<file path="src/sv/fdir_pkg.sv">
`default_nettype none

package fdir_pkg;

    localparam int HEIGHT_BITS = 16;
    localparam int DIR_COUNT   = 8;
    localparam int SCALED_W    = HEIGHT_BITS + 8;

    localparam logic [7:0] CARD_WEIGHT = 8'd141;
    localparam logic [7:0] DIAG_WEIGHT = 8'd100;

    typedef logic signed [HEIGHT_BITS-1:0] height_t;
    typedef logic [HEIGHT_BITS-1:0]        drop_t;
    typedef logic [SCALED_W-1:0]           scaled_t;
    typedef logic [DIR_COUNT-1:0]          dir_mask_t;

    localparam height_t NODATA_RESET = height_t'(-9999);

    // Neighbor order N,NE,E,SE,S,SW,W,NW; odd indexes are diagonals.
    // D8 code bit for neighbor d is (d + 6) mod 8.
    function automatic dir_mask_t dir_code(input int d);
        dir_mask_t code;
        code = '0;
        code[(d + 6) % DIR_COUNT] = 1'b1;
        return code;
    endfunction

    typedef struct packed {
        logic    lower;
        logic    higher;
        logic    eligible;
        scaled_t scaled;
    } nb_eval_t;

    typedef struct packed {
        dir_mask_t steepest_code;
        dir_mask_t downslope_mask;
        logic      is_sink;
        logic      is_flat;
    } result_t;

endpackage

`default_nettype wire

</file>
<file path="src/sv/fdir_neighbor.sv">
`default_nettype none

module fdir_neighbor (
    input  wire fdir_pkg::height_t  center,
    input  wire fdir_pkg::height_t  neighbor,
    input  wire fdir_pkg::height_t  nodata,
    input  wire logic               present,
    input  wire logic               diagonal,
    output fdir_pkg::nb_eval_t      eval
);
    import fdir_pkg::*;

    logic signed [HEIGHT_BITS:0] diff;
    drop_t                       drop;
    logic [7:0]                  weight;

    always_comb begin
        diff   = {center[HEIGHT_BITS-1], center} - {neighbor[HEIGHT_BITS-1], neighbor};
        drop   = diff[HEIGHT_BITS-1:0];
        weight = diagonal ? DIAG_WEIGHT : CARD_WEIGHT;

        eval.lower    = present && (center > neighbor);
        eval.higher   = present && (center < neighbor);
        eval.eligible = eval.lower && (neighbor != nodata);
        eval.scaled   = scaled_t'(drop) * scaled_t'(weight);
    end

endmodule

`default_nettype wire

</file>
<file path="src/sv/fdir_select.sv">
`default_nettype none

module fdir_select (
    input  wire fdir_pkg::height_t     center,
    input  wire fdir_pkg::height_t     nb_height [fdir_pkg::DIR_COUNT],
    input  wire fdir_pkg::dir_mask_t   present,
    input  wire fdir_pkg::height_t     nodata,
    output fdir_pkg::result_t          result
);
    import fdir_pkg::*;

    nb_eval_t  eval [DIR_COUNT];
    scaled_t   l1_val  [4];
    dir_mask_t l1_code [4];
    scaled_t   l2_val  [2];
    dir_mask_t l2_code [2];
    dir_mask_t lower_mask;
    dir_mask_t higher_mask;
    dir_mask_t down_mask;
    scaled_t   cand_val  [DIR_COUNT];
    dir_mask_t cand_code [DIR_COUNT];
    logic      center_ok;
    logic      sink;
    logic      flat;
    dir_mask_t steep;

    for (genvar d = 0; d < DIR_COUNT; d++) begin : g_nb
        fdir_neighbor u_nb (
            .center   (center),
            .neighbor (nb_height[d]),
            .nodata   (nodata),
            .present  (present[d]),
            .diagonal (1'(d % 2)),
            .eval     (eval[d])
        );
    end

    always_comb begin
        down_mask = '0;
        for (int d = 0; d < DIR_COUNT; d++) begin
            lower_mask[d]  = eval[d].lower;
            higher_mask[d] = eval[d].higher;
            cand_val[d]    = eval[d].eligible ? eval[d].scaled : '0;
            cand_code[d]   = eval[d].eligible ? dir_code(d) : '0;
            if (eval[d].lower) begin
                down_mask = down_mask | dir_code(d);
            end
        end

        // max tree; the right side wins only when strictly greater
        for (int i = 0; i < 4; i++) begin
            if (cand_val[2*i+1] > cand_val[2*i]) begin
                l1_val[i]  = cand_val[2*i+1];
                l1_code[i] = cand_code[2*i+1];
            end else begin
                l1_val[i]  = cand_val[2*i];
                l1_code[i] = cand_code[2*i];
            end
        end
        for (int i = 0; i < 2; i++) begin
            if (l1_val[2*i+1] > l1_val[2*i]) begin
                l2_val[i]  = l1_val[2*i+1];
                l2_code[i] = l1_code[2*i+1];
            end else begin
                l2_val[i]  = l1_val[2*i];
                l2_code[i] = l1_code[2*i];
            end
        end
        steep = (l2_val[1] > l2_val[0]) ? l2_code[1] : l2_code[0];

        center_ok = (center > height_t'(0));
        sink      = &higher_mask;
        flat      = (&present) && !(|lower_mask) && !sink;

        result.steepest_code  = center_ok ? steep : '0;
        result.downslope_mask = center_ok ? down_mask : '0;
        result.is_sink        = center_ok && sink;
        result.is_flat        = center_ok && flat;
    end

endmodule

`default_nettype wire

</file>
<file path="src/sv/d8_mfd_flow_direction.sv">
`default_nettype none

// Channel  Direction  Ports
// cfg      in         cfg_valid / cfg_ready, cfg_nodata_height
// s        in         s_valid / s_ready, center + eight neighbor heights, presence
// m        out        m_valid / m_ready, steepest code, downslope mask, sink, flat
//
// Registered path: input word register, then result register.
// One word per cycle sustained while m is ready; the neighbor compares and max tree sit between the two.
// aresetn (sync, active low) clears valids and sets nodata_height to -9999.
// A stall on m holds the result register and backs up through the input register.

module d8_mfd_flow_direction (
    input  wire logic                aclk,
    input  wire logic                aresetn,

    input  wire logic                cfg_valid,
    output logic                     cfg_ready,
    input  wire fdir_pkg::height_t   cfg_nodata_height,

    input  wire logic                s_valid,
    output logic                     s_ready,
    input  wire fdir_pkg::height_t   s_center_height,
    input  wire fdir_pkg::height_t   s_north_height,
    input  wire fdir_pkg::height_t   s_northeast_height,
    input  wire fdir_pkg::height_t   s_east_height,
    input  wire fdir_pkg::height_t   s_southeast_height,
    input  wire fdir_pkg::height_t   s_south_height,
    input  wire fdir_pkg::height_t   s_southwest_height,
    input  wire fdir_pkg::height_t   s_west_height,
    input  wire fdir_pkg::height_t   s_northwest_height,
    input  wire fdir_pkg::dir_mask_t s_neighbour_present,

    output logic                     m_valid,
    input  wire logic                m_ready,
    output fdir_pkg::dir_mask_t      m_steepest_code,
    output fdir_pkg::dir_mask_t      m_downslope_mask,
    output logic                     m_is_sink,
    output logic                     m_is_flat
);
    import fdir_pkg::*;

    height_t   nodata_reg;
    logic      in_valid_reg;
    height_t   center_reg;
    height_t   nb_reg [DIR_COUNT];
    dir_mask_t present_reg;
    logic      out_valid_reg;
    result_t   result_reg;
    result_t   result_next;
    logic      out_take;
    logic      in_take;

    assign cfg_ready = 1'b1;

    assign out_take = !out_valid_reg || m_ready;
    assign s_ready  = !in_valid_reg || out_take;
    assign in_take  = s_valid && s_ready;

    fdir_select u_select (
        .center    (center_reg),
        .nb_height (nb_reg),
        .present   (present_reg),
        .nodata    (nodata_reg),
        .result    (result_next)
    );

    always_ff @(posedge aclk) begin
        if (!aresetn) begin
            nodata_reg    <= NODATA_RESET;
            in_valid_reg  <= 1'b0;
            out_valid_reg <= 1'b0;
        end else begin
            if (cfg_valid) begin
                nodata_reg <= cfg_nodata_height;
            end
            if (in_take) begin
                in_valid_reg <= 1'b1;
            end else if (out_take) begin
                in_valid_reg <= 1'b0;
            end
            if (out_take) begin
                out_valid_reg <= in_valid_reg;
            end
        end
    end

    always_ff @(posedge aclk) begin
        if (in_take) begin
            center_reg  <= s_center_height;
            nb_reg[0]   <= s_north_height;
            nb_reg[1]   <= s_northeast_height;
            nb_reg[2]   <= s_east_height;
            nb_reg[3]   <= s_southeast_height;
            nb_reg[4]   <= s_south_height;
            nb_reg[5]   <= s_southwest_height;
            nb_reg[6]   <= s_west_height;
            nb_reg[7]   <= s_northwest_height;
            present_reg <= s_neighbour_present;
        end
        if (out_take && in_valid_reg) begin
            result_reg <= result_next;
        end
    end

    assign m_valid          = out_valid_reg;
    assign m_steepest_code  = result_reg.steepest_code;
    assign m_downslope_mask = result_reg.downslope_mask;
    assign m_is_sink        = result_reg.is_sink;
    assign m_is_flat        = result_reg.is_flat;

endmodule

`default_nettype wire
</file>
<file path="config.mk">
export PLATFORM = sky130hd
export DESIGN_NAME = d8_mfd_flow_direction
export DESIGN_NICKNAME = d
export VERILOG_FILES = /design/src/sv/fdir_pkg.sv /design/src/sv/fdir_neighbor.sv /design/src/sv/fdir_select.sv /design/src/sv/d8_mfd_flow_direction.sv
export SDC_FILE = /design/constraint.sdc
export NUM_CORES = 2
export LEC_CHECK = 0
export BUFFER_PORTS_ARGS = -buffer_cell sky130_fd_sc_hd__buf_2
export CAP_MARGIN = 20
export CELL_PAD_IN_SITES_DETAIL_PLACEMENT = 1
export CELL_PAD_IN_SITES_GLOBAL_PLACEMENT = 1
export CORE_MARGIN = 5
export CORE_UTILIZATION = 35
export DETAILED_ROUTE_END_ITERATION = 8
export GPL_TIMING_DRIVEN = 1
export PLACE_DENSITY_LB_ADDON = 0.1
export SYNTH_ARGS = -nofsm -noshare
export SYNTH_HDL_FRONTEND = slang
export SYNTH_SLANG_ARGS = --single-unit
</file>
<file path="constraint.sdc">
create_clock -name aclk -period 28 [get_ports aclk]
set_input_delay 1.4 -clock aclk [delete_from_list [all_inputs] [get_ports aclk]]
set_output_delay 1.4 -clock aclk [all_outputs]
set_load 0.05 [all_outputs]
</file>
==> metrics.txt <==
# TYPE chip_impl_metric gauge
chip_impl_metric{name="start_util",unit="%"} 35.2
chip_impl_metric{name="tightestPinTransition",unit="ns"} 1.17
chip_impl_metric{name="grt_pass1_vias",unit=""} 30777
chip_impl_metric{name="worst-endpoint-required",unit="ns"} 28.34
chip_impl_metric{name="first_pass_iters",unit=""} 5
chip_impl_metric{name="number_of_flip_flops_in_the_largest_register",unit=""} 128
chip_impl_metric{name="htree_num_levels",unit=""} 4
chip_impl_info{name="worst_path_dominant_cell_family",value="compound AO/OA/AOI/OAI gates"} 1
chip_impl_metric{name="grt_util_met3",unit="%"} 3.98
chip_impl_metric{name="post_dr_vias_cell",unit=""} 5.40
chip_impl_metric{name="total_count_of_hold_check_failures_in_the_final_report",unit=""} 0
chip_impl_metric{name="r2r_slack",unit="ns"} 13.37
chip_impl_metric{name="timing.critical_path.slowest_cell_delay",unit="ns"} 1.13
chip_impl_metric{name="cp.buffers_inverters",unit=""} 5
chip_impl_metric{name="syn_nets",unit=""} 5140
chip_impl_metric{name="cts-root-to-sink-buffers",unit=""} 2
chip_impl_info{name="cp-end-kind",value="flip-flop"} 1
chip_impl_info{name="worst_path_max_delay_cell",value="sky130_fd_sc_hd__edfxtp_1"} 1
chip_impl_metric{name="groute.usage.overall",unit="%"} 24.3
chip_impl_metric{name="fmax",unit="MHz"} 68.3
chip_impl_metric{name="wire_length_of_the_first_global_routing_pass",unit="microns"} 196000
chip_impl_metric{name="worst-path-max-fanout",unit=""} 35
chip_impl_metric{name="floorplan.io_pins",unit=""} 194
chip_impl_metric{name="yosysSeqAreaShare",unit="%"} 15.6
chip_impl_metric{name="yosys_warnings",unit=""} 0
chip_impl_metric{name="min_period",unit="ns"} 14.63
chip_impl_metric{name="cts.sinks",unit=""} 188
chip_impl_metric{name="flow.area_growth_from_synthesis",unit="%"} 9.64
chip_impl_metric{name="n_fill_cell",unit=""} 11891
chip_impl_metric{name="route.antenna.remaining_nets",unit=""} 0
chip_impl_metric{name="die-height",unit="microns"} 327
chip_impl_info{name="hold_path_startpoint",value="nodata_reg[4]$_SDFFE_PN1P_"} 1
chip_impl_info{name="critical_path.startpoint",value="center_reg[3]$_DFFE_PP_"} 1
chip_impl_metric{name="antenna_found_initial",unit=""} 16
chip_impl_metric{name="post-cts-setup-buffers",unit=""} 0
chip_impl_metric{name="routed_wl",unit="microns"} 132000
chip_impl_metric{name="routed_wire_length_per_instance",unit="microns"} 23.7
chip_impl_info{name="critPathMostFrequentCell",value="sky130_fd_sc_hd__ha_1"} 1
chip_impl_metric{name="groute.layer.met1.usage",unit="%"} 34.3
chip_impl_metric{name="clock_latency_late_sink",unit="ns"} 0.53
chip_impl_metric{name="fin_tns_setup",unit="ns"} 0
chip_impl_metric{name="floorplan.die.width",unit="microns"} 327
chip_impl_info{name="top_usage_layer",value="met2"} 1
chip_impl_info{name="dominantRegCellSynth",value="sky130_fd_sc_hd__edfxtp_1"} 1
chip_impl_metric{name="grt_max_degree",unit=""} 66
chip_impl_info{name="grt_setup_unrepaired",value="false"} 1
chip_impl_metric{name="setup_violations",unit=""} 0
chip_impl_metric{name="postSynthAreaPerCell",unit="sq um"} 8.65
chip_impl_metric{name="final_net_count",unit=""} 5345
chip_impl_metric{name="port_buffers",unit=""} 192
chip_impl_metric{name="cts_made_buffers",unit=""} 17
chip_impl_metric{name="drc_errors",unit=""} 0
chip_impl_metric{name="hpwl",unit="microns"} 111000
chip_impl_metric{name="cts.reportedPaths.clkPinSlew",unit="ns"} 0.10
chip_impl_metric{name="cell_count_after_synthesis",unit=""} 4059
chip_impl_metric{name="global_route.overflow_total",unit=""} 0
chip_impl_metric{name="cp.arrival",unit="ns"} 14.97
chip_impl_metric{name="syn_area",unit="sq um"} 35100
chip_impl_info{name="crit_type",value="flip-flop to flip-flop"} 1
chip_impl_info{name="cts_tree",value="built"} 1
chip_impl_metric{name="gp_congestion",unit=""} 0.916
chip_impl_metric{name="seqCellArea",unit="sq um"} 5470
chip_impl_metric{name="synth_cell_type_count",unit=""} 94
chip_impl_info{name="outcome",value="finished, final reports clean"} 1
chip_impl_info{name="rr_startpoint",value="center_reg[3]$_DFFE_PP_"} 1
chip_impl_metric{name="timing_max_transition_violations_final",unit=""} 0
chip_impl_metric{name="multiInputGateArea",unit="sq um"} 26700
chip_impl_metric{name="synth_seq_cells",unit=""} 188
chip_impl_metric{name="grt.met2_usage",unit="%"} 39.5
chip_impl_metric{name="rows",unit=""} 116
chip_impl_metric{name="ys_async_sr_fraction",unit="%"} 0
chip_impl_info{name="startpoint_type",value="flip-flop"} 1
chip_impl_info{name="clk_root_buffer_cell",value="sky130_fd_sc_hd__clkbuf_16"} 1
chip_impl_metric{name="layout_worst_path_cycle_share",unit="%"} 52.3
chip_impl_metric{name="ctsHoldBuffers",unit=""} 0
chip_impl_metric{name="post_cts_resized",unit=""} 0
chip_impl_info{name="timing.hold.worst.class",value="flip-flop to flip-flop"} 1
chip_impl_metric{name="finalClockSkew",unit="ns"} 0.0318
chip_impl_metric{name="synth_enable_flop_cells",unit=""} 170
chip_impl_metric{name="die_area",unit="sq um"} 107000
chip_impl_metric{name="drtIter0Drc",unit=""} 1718
chip_impl_metric{name="maxSlewHeadroom",unit="%"} 22.3
chip_impl_metric{name="placeableCoreArea",unit="sq um"} 99900
chip_impl_metric{name="post_route_cells_drive_above_1_share",unit="%"} 8.32
chip_impl_metric{name="routed-via-count",unit=""} 30092
chip_impl_metric{name="max_cap_violations",unit=""} 0
[cell type report]
class,instances,area share [%]
clock inverters,15,0.556
inverters,727,7.09
multi-input cells,3085,69.3
diodes,2,0.0130
repair buffers,245,3.53
flip-flops and latches,188,14.2
well taps,1298,4.22
clock buffers,17,1.11
[cell usage in the layout, fill, tap and decap left out, types with 11 or more instances in the layout]
cell type and count:
sky130_fd_sc_hd__a21boi_0 11, sky130_fd_sc_hd__inv_1 726, sky130_fd_sc_hd__o211ai_1 24, sky130_fd_sc_hd__nand3b_1 13, sky130_fd_sc_hd__buf_4 53, sky130_fd_sc_hd__a21o_1 111, sky130_fd_sc_hd__o2111ai_1 11, sky130_fd_sc_hd__o21a_1 65
sky130_fd_sc_hd__xor2_1 92, sky130_fd_sc_hd__mux2_2 26, sky130_fd_sc_hd__nor3_1 77, sky130_fd_sc_hd__a211o_1 11, sky130_fd_sc_hd__clkbuf_16 17, sky130_fd_sc_hd__and3_1 24, sky130_fd_sc_hd__buf_2 192, sky130_fd_sc_hd__or3_1 25
sky130_fd_sc_hd__o21ai_0 145, sky130_fd_sc_hd__and2_1 41, sky130_fd_sc_hd__o21bai_1 30, sky130_fd_sc_hd__a211oi_1 45, sky130_fd_sc_hd__nor2_1 191, sky130_fd_sc_hd__xnor2_1 240, sky130_fd_sc_hd__ha_1 760, sky130_fd_sc_hd__a31oi_1 13
sky130_fd_sc_hd__nand3_1 57, sky130_fd_sc_hd__nand2b_1 46, sky130_fd_sc_hd__a21oi_1 227, sky130_fd_sc_hd__mux2i_1 89, sky130_fd_sc_hd__nand4_1 90, sky130_fd_sc_hd__dfxtp_1 18, sky130_fd_sc_hd__fa_1 148, sky130_fd_sc_hd__o31a_1 11
sky130_fd_sc_hd__o31ai_1 11, sky130_fd_sc_hd__nor2b_1 44, sky130_fd_sc_hd__edfxtp_1 170, sky130_fd_sc_hd__nor4_1 24, sky130_fd_sc_hd__nand2_1 225, sky130_fd_sc_hd__or2_2 11
[worst paths after layout]
kind,end,depth (start not counted)
setup / recovery,m_steepest_code[0]$_SDFFCE_PP0P_,52
hold / removal,nodata_reg[4]$_SDFFE_PN1P_,2
setup reg to reg,m_steepest_code[0]$_SDFFCE_PP0P_,52
hold reg to reg,nodata_reg[4]$_SDFFE_PN1P_,2
[Yosys cell counts (13+ instances only)]
master	number	share of area, %
sky130_fd_sc_hd__and3_1	24	0.43
sky130_fd_sc_hd__o21bai_1	30	0.64
sky130_fd_sc_hd__mux2_2	26	0.83
sky130_fd_sc_hd__and2_1	42	0.75
sky130_fd_sc_hd__nor2_1	191	2.0
sky130_fd_sc_hd__o21ai_0	145	2.1
sky130_fd_sc_hd__buf_2	28	0.40
sky130_fd_sc_hd__nor3_1	78	1.1
sky130_fd_sc_hd__nor4_1	25	0.45
sky130_fd_sc_hd__mux2i_1	89	2.5
sky130_fd_sc_hd__nand2_1	225	2.4
sky130_fd_sc_hd__edfxtp_1	170	15
sky130_fd_sc_hd__xor2_1	92	2.3
sky130_fd_sc_hd__a31oi_1	13	0.23
sky130_fd_sc_hd__a211oi_1	45	0.96
sky130_fd_sc_hd__dfxtp_1	18	1.0
sky130_fd_sc_hd__ha_1	760	27
sky130_fd_sc_hd__nand2b_1	46	0.82
sky130_fd_sc_hd__o211ai_1	24	0.51
sky130_fd_sc_hd__clkbuf_1	24	0.26
sky130_fd_sc_hd__nor2b_1	45	0.80
sky130_fd_sc_hd__or3_1	25	0.45
sky130_fd_sc_hd__o21a_1	65	1.4
sky130_fd_sc_hd__nand3b_1	13	0.28
sky130_fd_sc_hd__a21o_1	111	2.4
sky130_fd_sc_hd__a21oi_1	227	3.2
sky130_fd_sc_hd__fa_1	148	8.4
sky130_fd_sc_hd__nand3_1	57	0.81
sky130_fd_sc_hd__inv_1	726	7.8
sky130_fd_sc_hd__xnor2_1	240	6.0
sky130_fd_sc_hd__nand4_1	90	1.6
[stage by stage]
step | area [sq um] | utilization [%] | setup WS [ns] | hold slack (ns) | instances
2_1_floorplan | 35100 | - | 16.12 | 0.477 | 4059
3_3_place_gp | 37800 | 37.9 | 13.66 | 0.457 | 5542
3_5_place_dp | 37800 | 37.9 | 13.46 | 0.470 | 5542
4_1_cts | 38500 | 38.5 | 13.44 | 0.490 | 5574
5_1_grt | 38500 | 38.5 | 12.54 | 0.517 | 5575
6_report | 38500 | 38.6 | 13.37 | 0.484 | 5577
[worst reg2reg max path: cells and delay by family, from the launching register on]
family / cells / cell delay [ns]
flops: 1 / 1.13
xor+xnor: 3 / 1.01
buf+inv: 5 / 0.84
fa+ha+maj: 8 / 3.12
compound gates: 25 / 5.37
mux: 1 / 0.47
simple gates: 10 / 2.56
[routing by layer]
layer | up-vias | share of wire [%] | wire (microns)
met3 | 88 | 5.4 | 7130
met1 | 14801 | 48 | 63600
li1 | 14575 | - | -
met2 | 624 | 45 | 59000
met5 | - | 0.023 | 31
met4 | 4 | 1.8 | 2360
[logic make-up (layout without fill, tap and decap cells)]
| family | after synthesis | after routing | share of synthesized area, % |
|---|---|---|---|
| multiplexers | 120 | 120 | 3.59 |
| adder cells (fa/ha/maj) | 908 | 908 | 35.5 |
| XOR/XNOR | 332 | 332 | 8.28 |
| flip-flops | 188 | 188 | 15.6 |
| other | 1 | 3 | 0.0107 |
| AND/OR/NAND/NOR | 909 | 909 | 13.1 |
| AO/OA/AOI/OAI | 815 | 815 | 15.4 |
| buffers and inverters | 786 | 1004 | 8.59 |
Power is not shown: default switching activity piles up to over one toggle a cycle in this logic, so the estimate is an artifact.
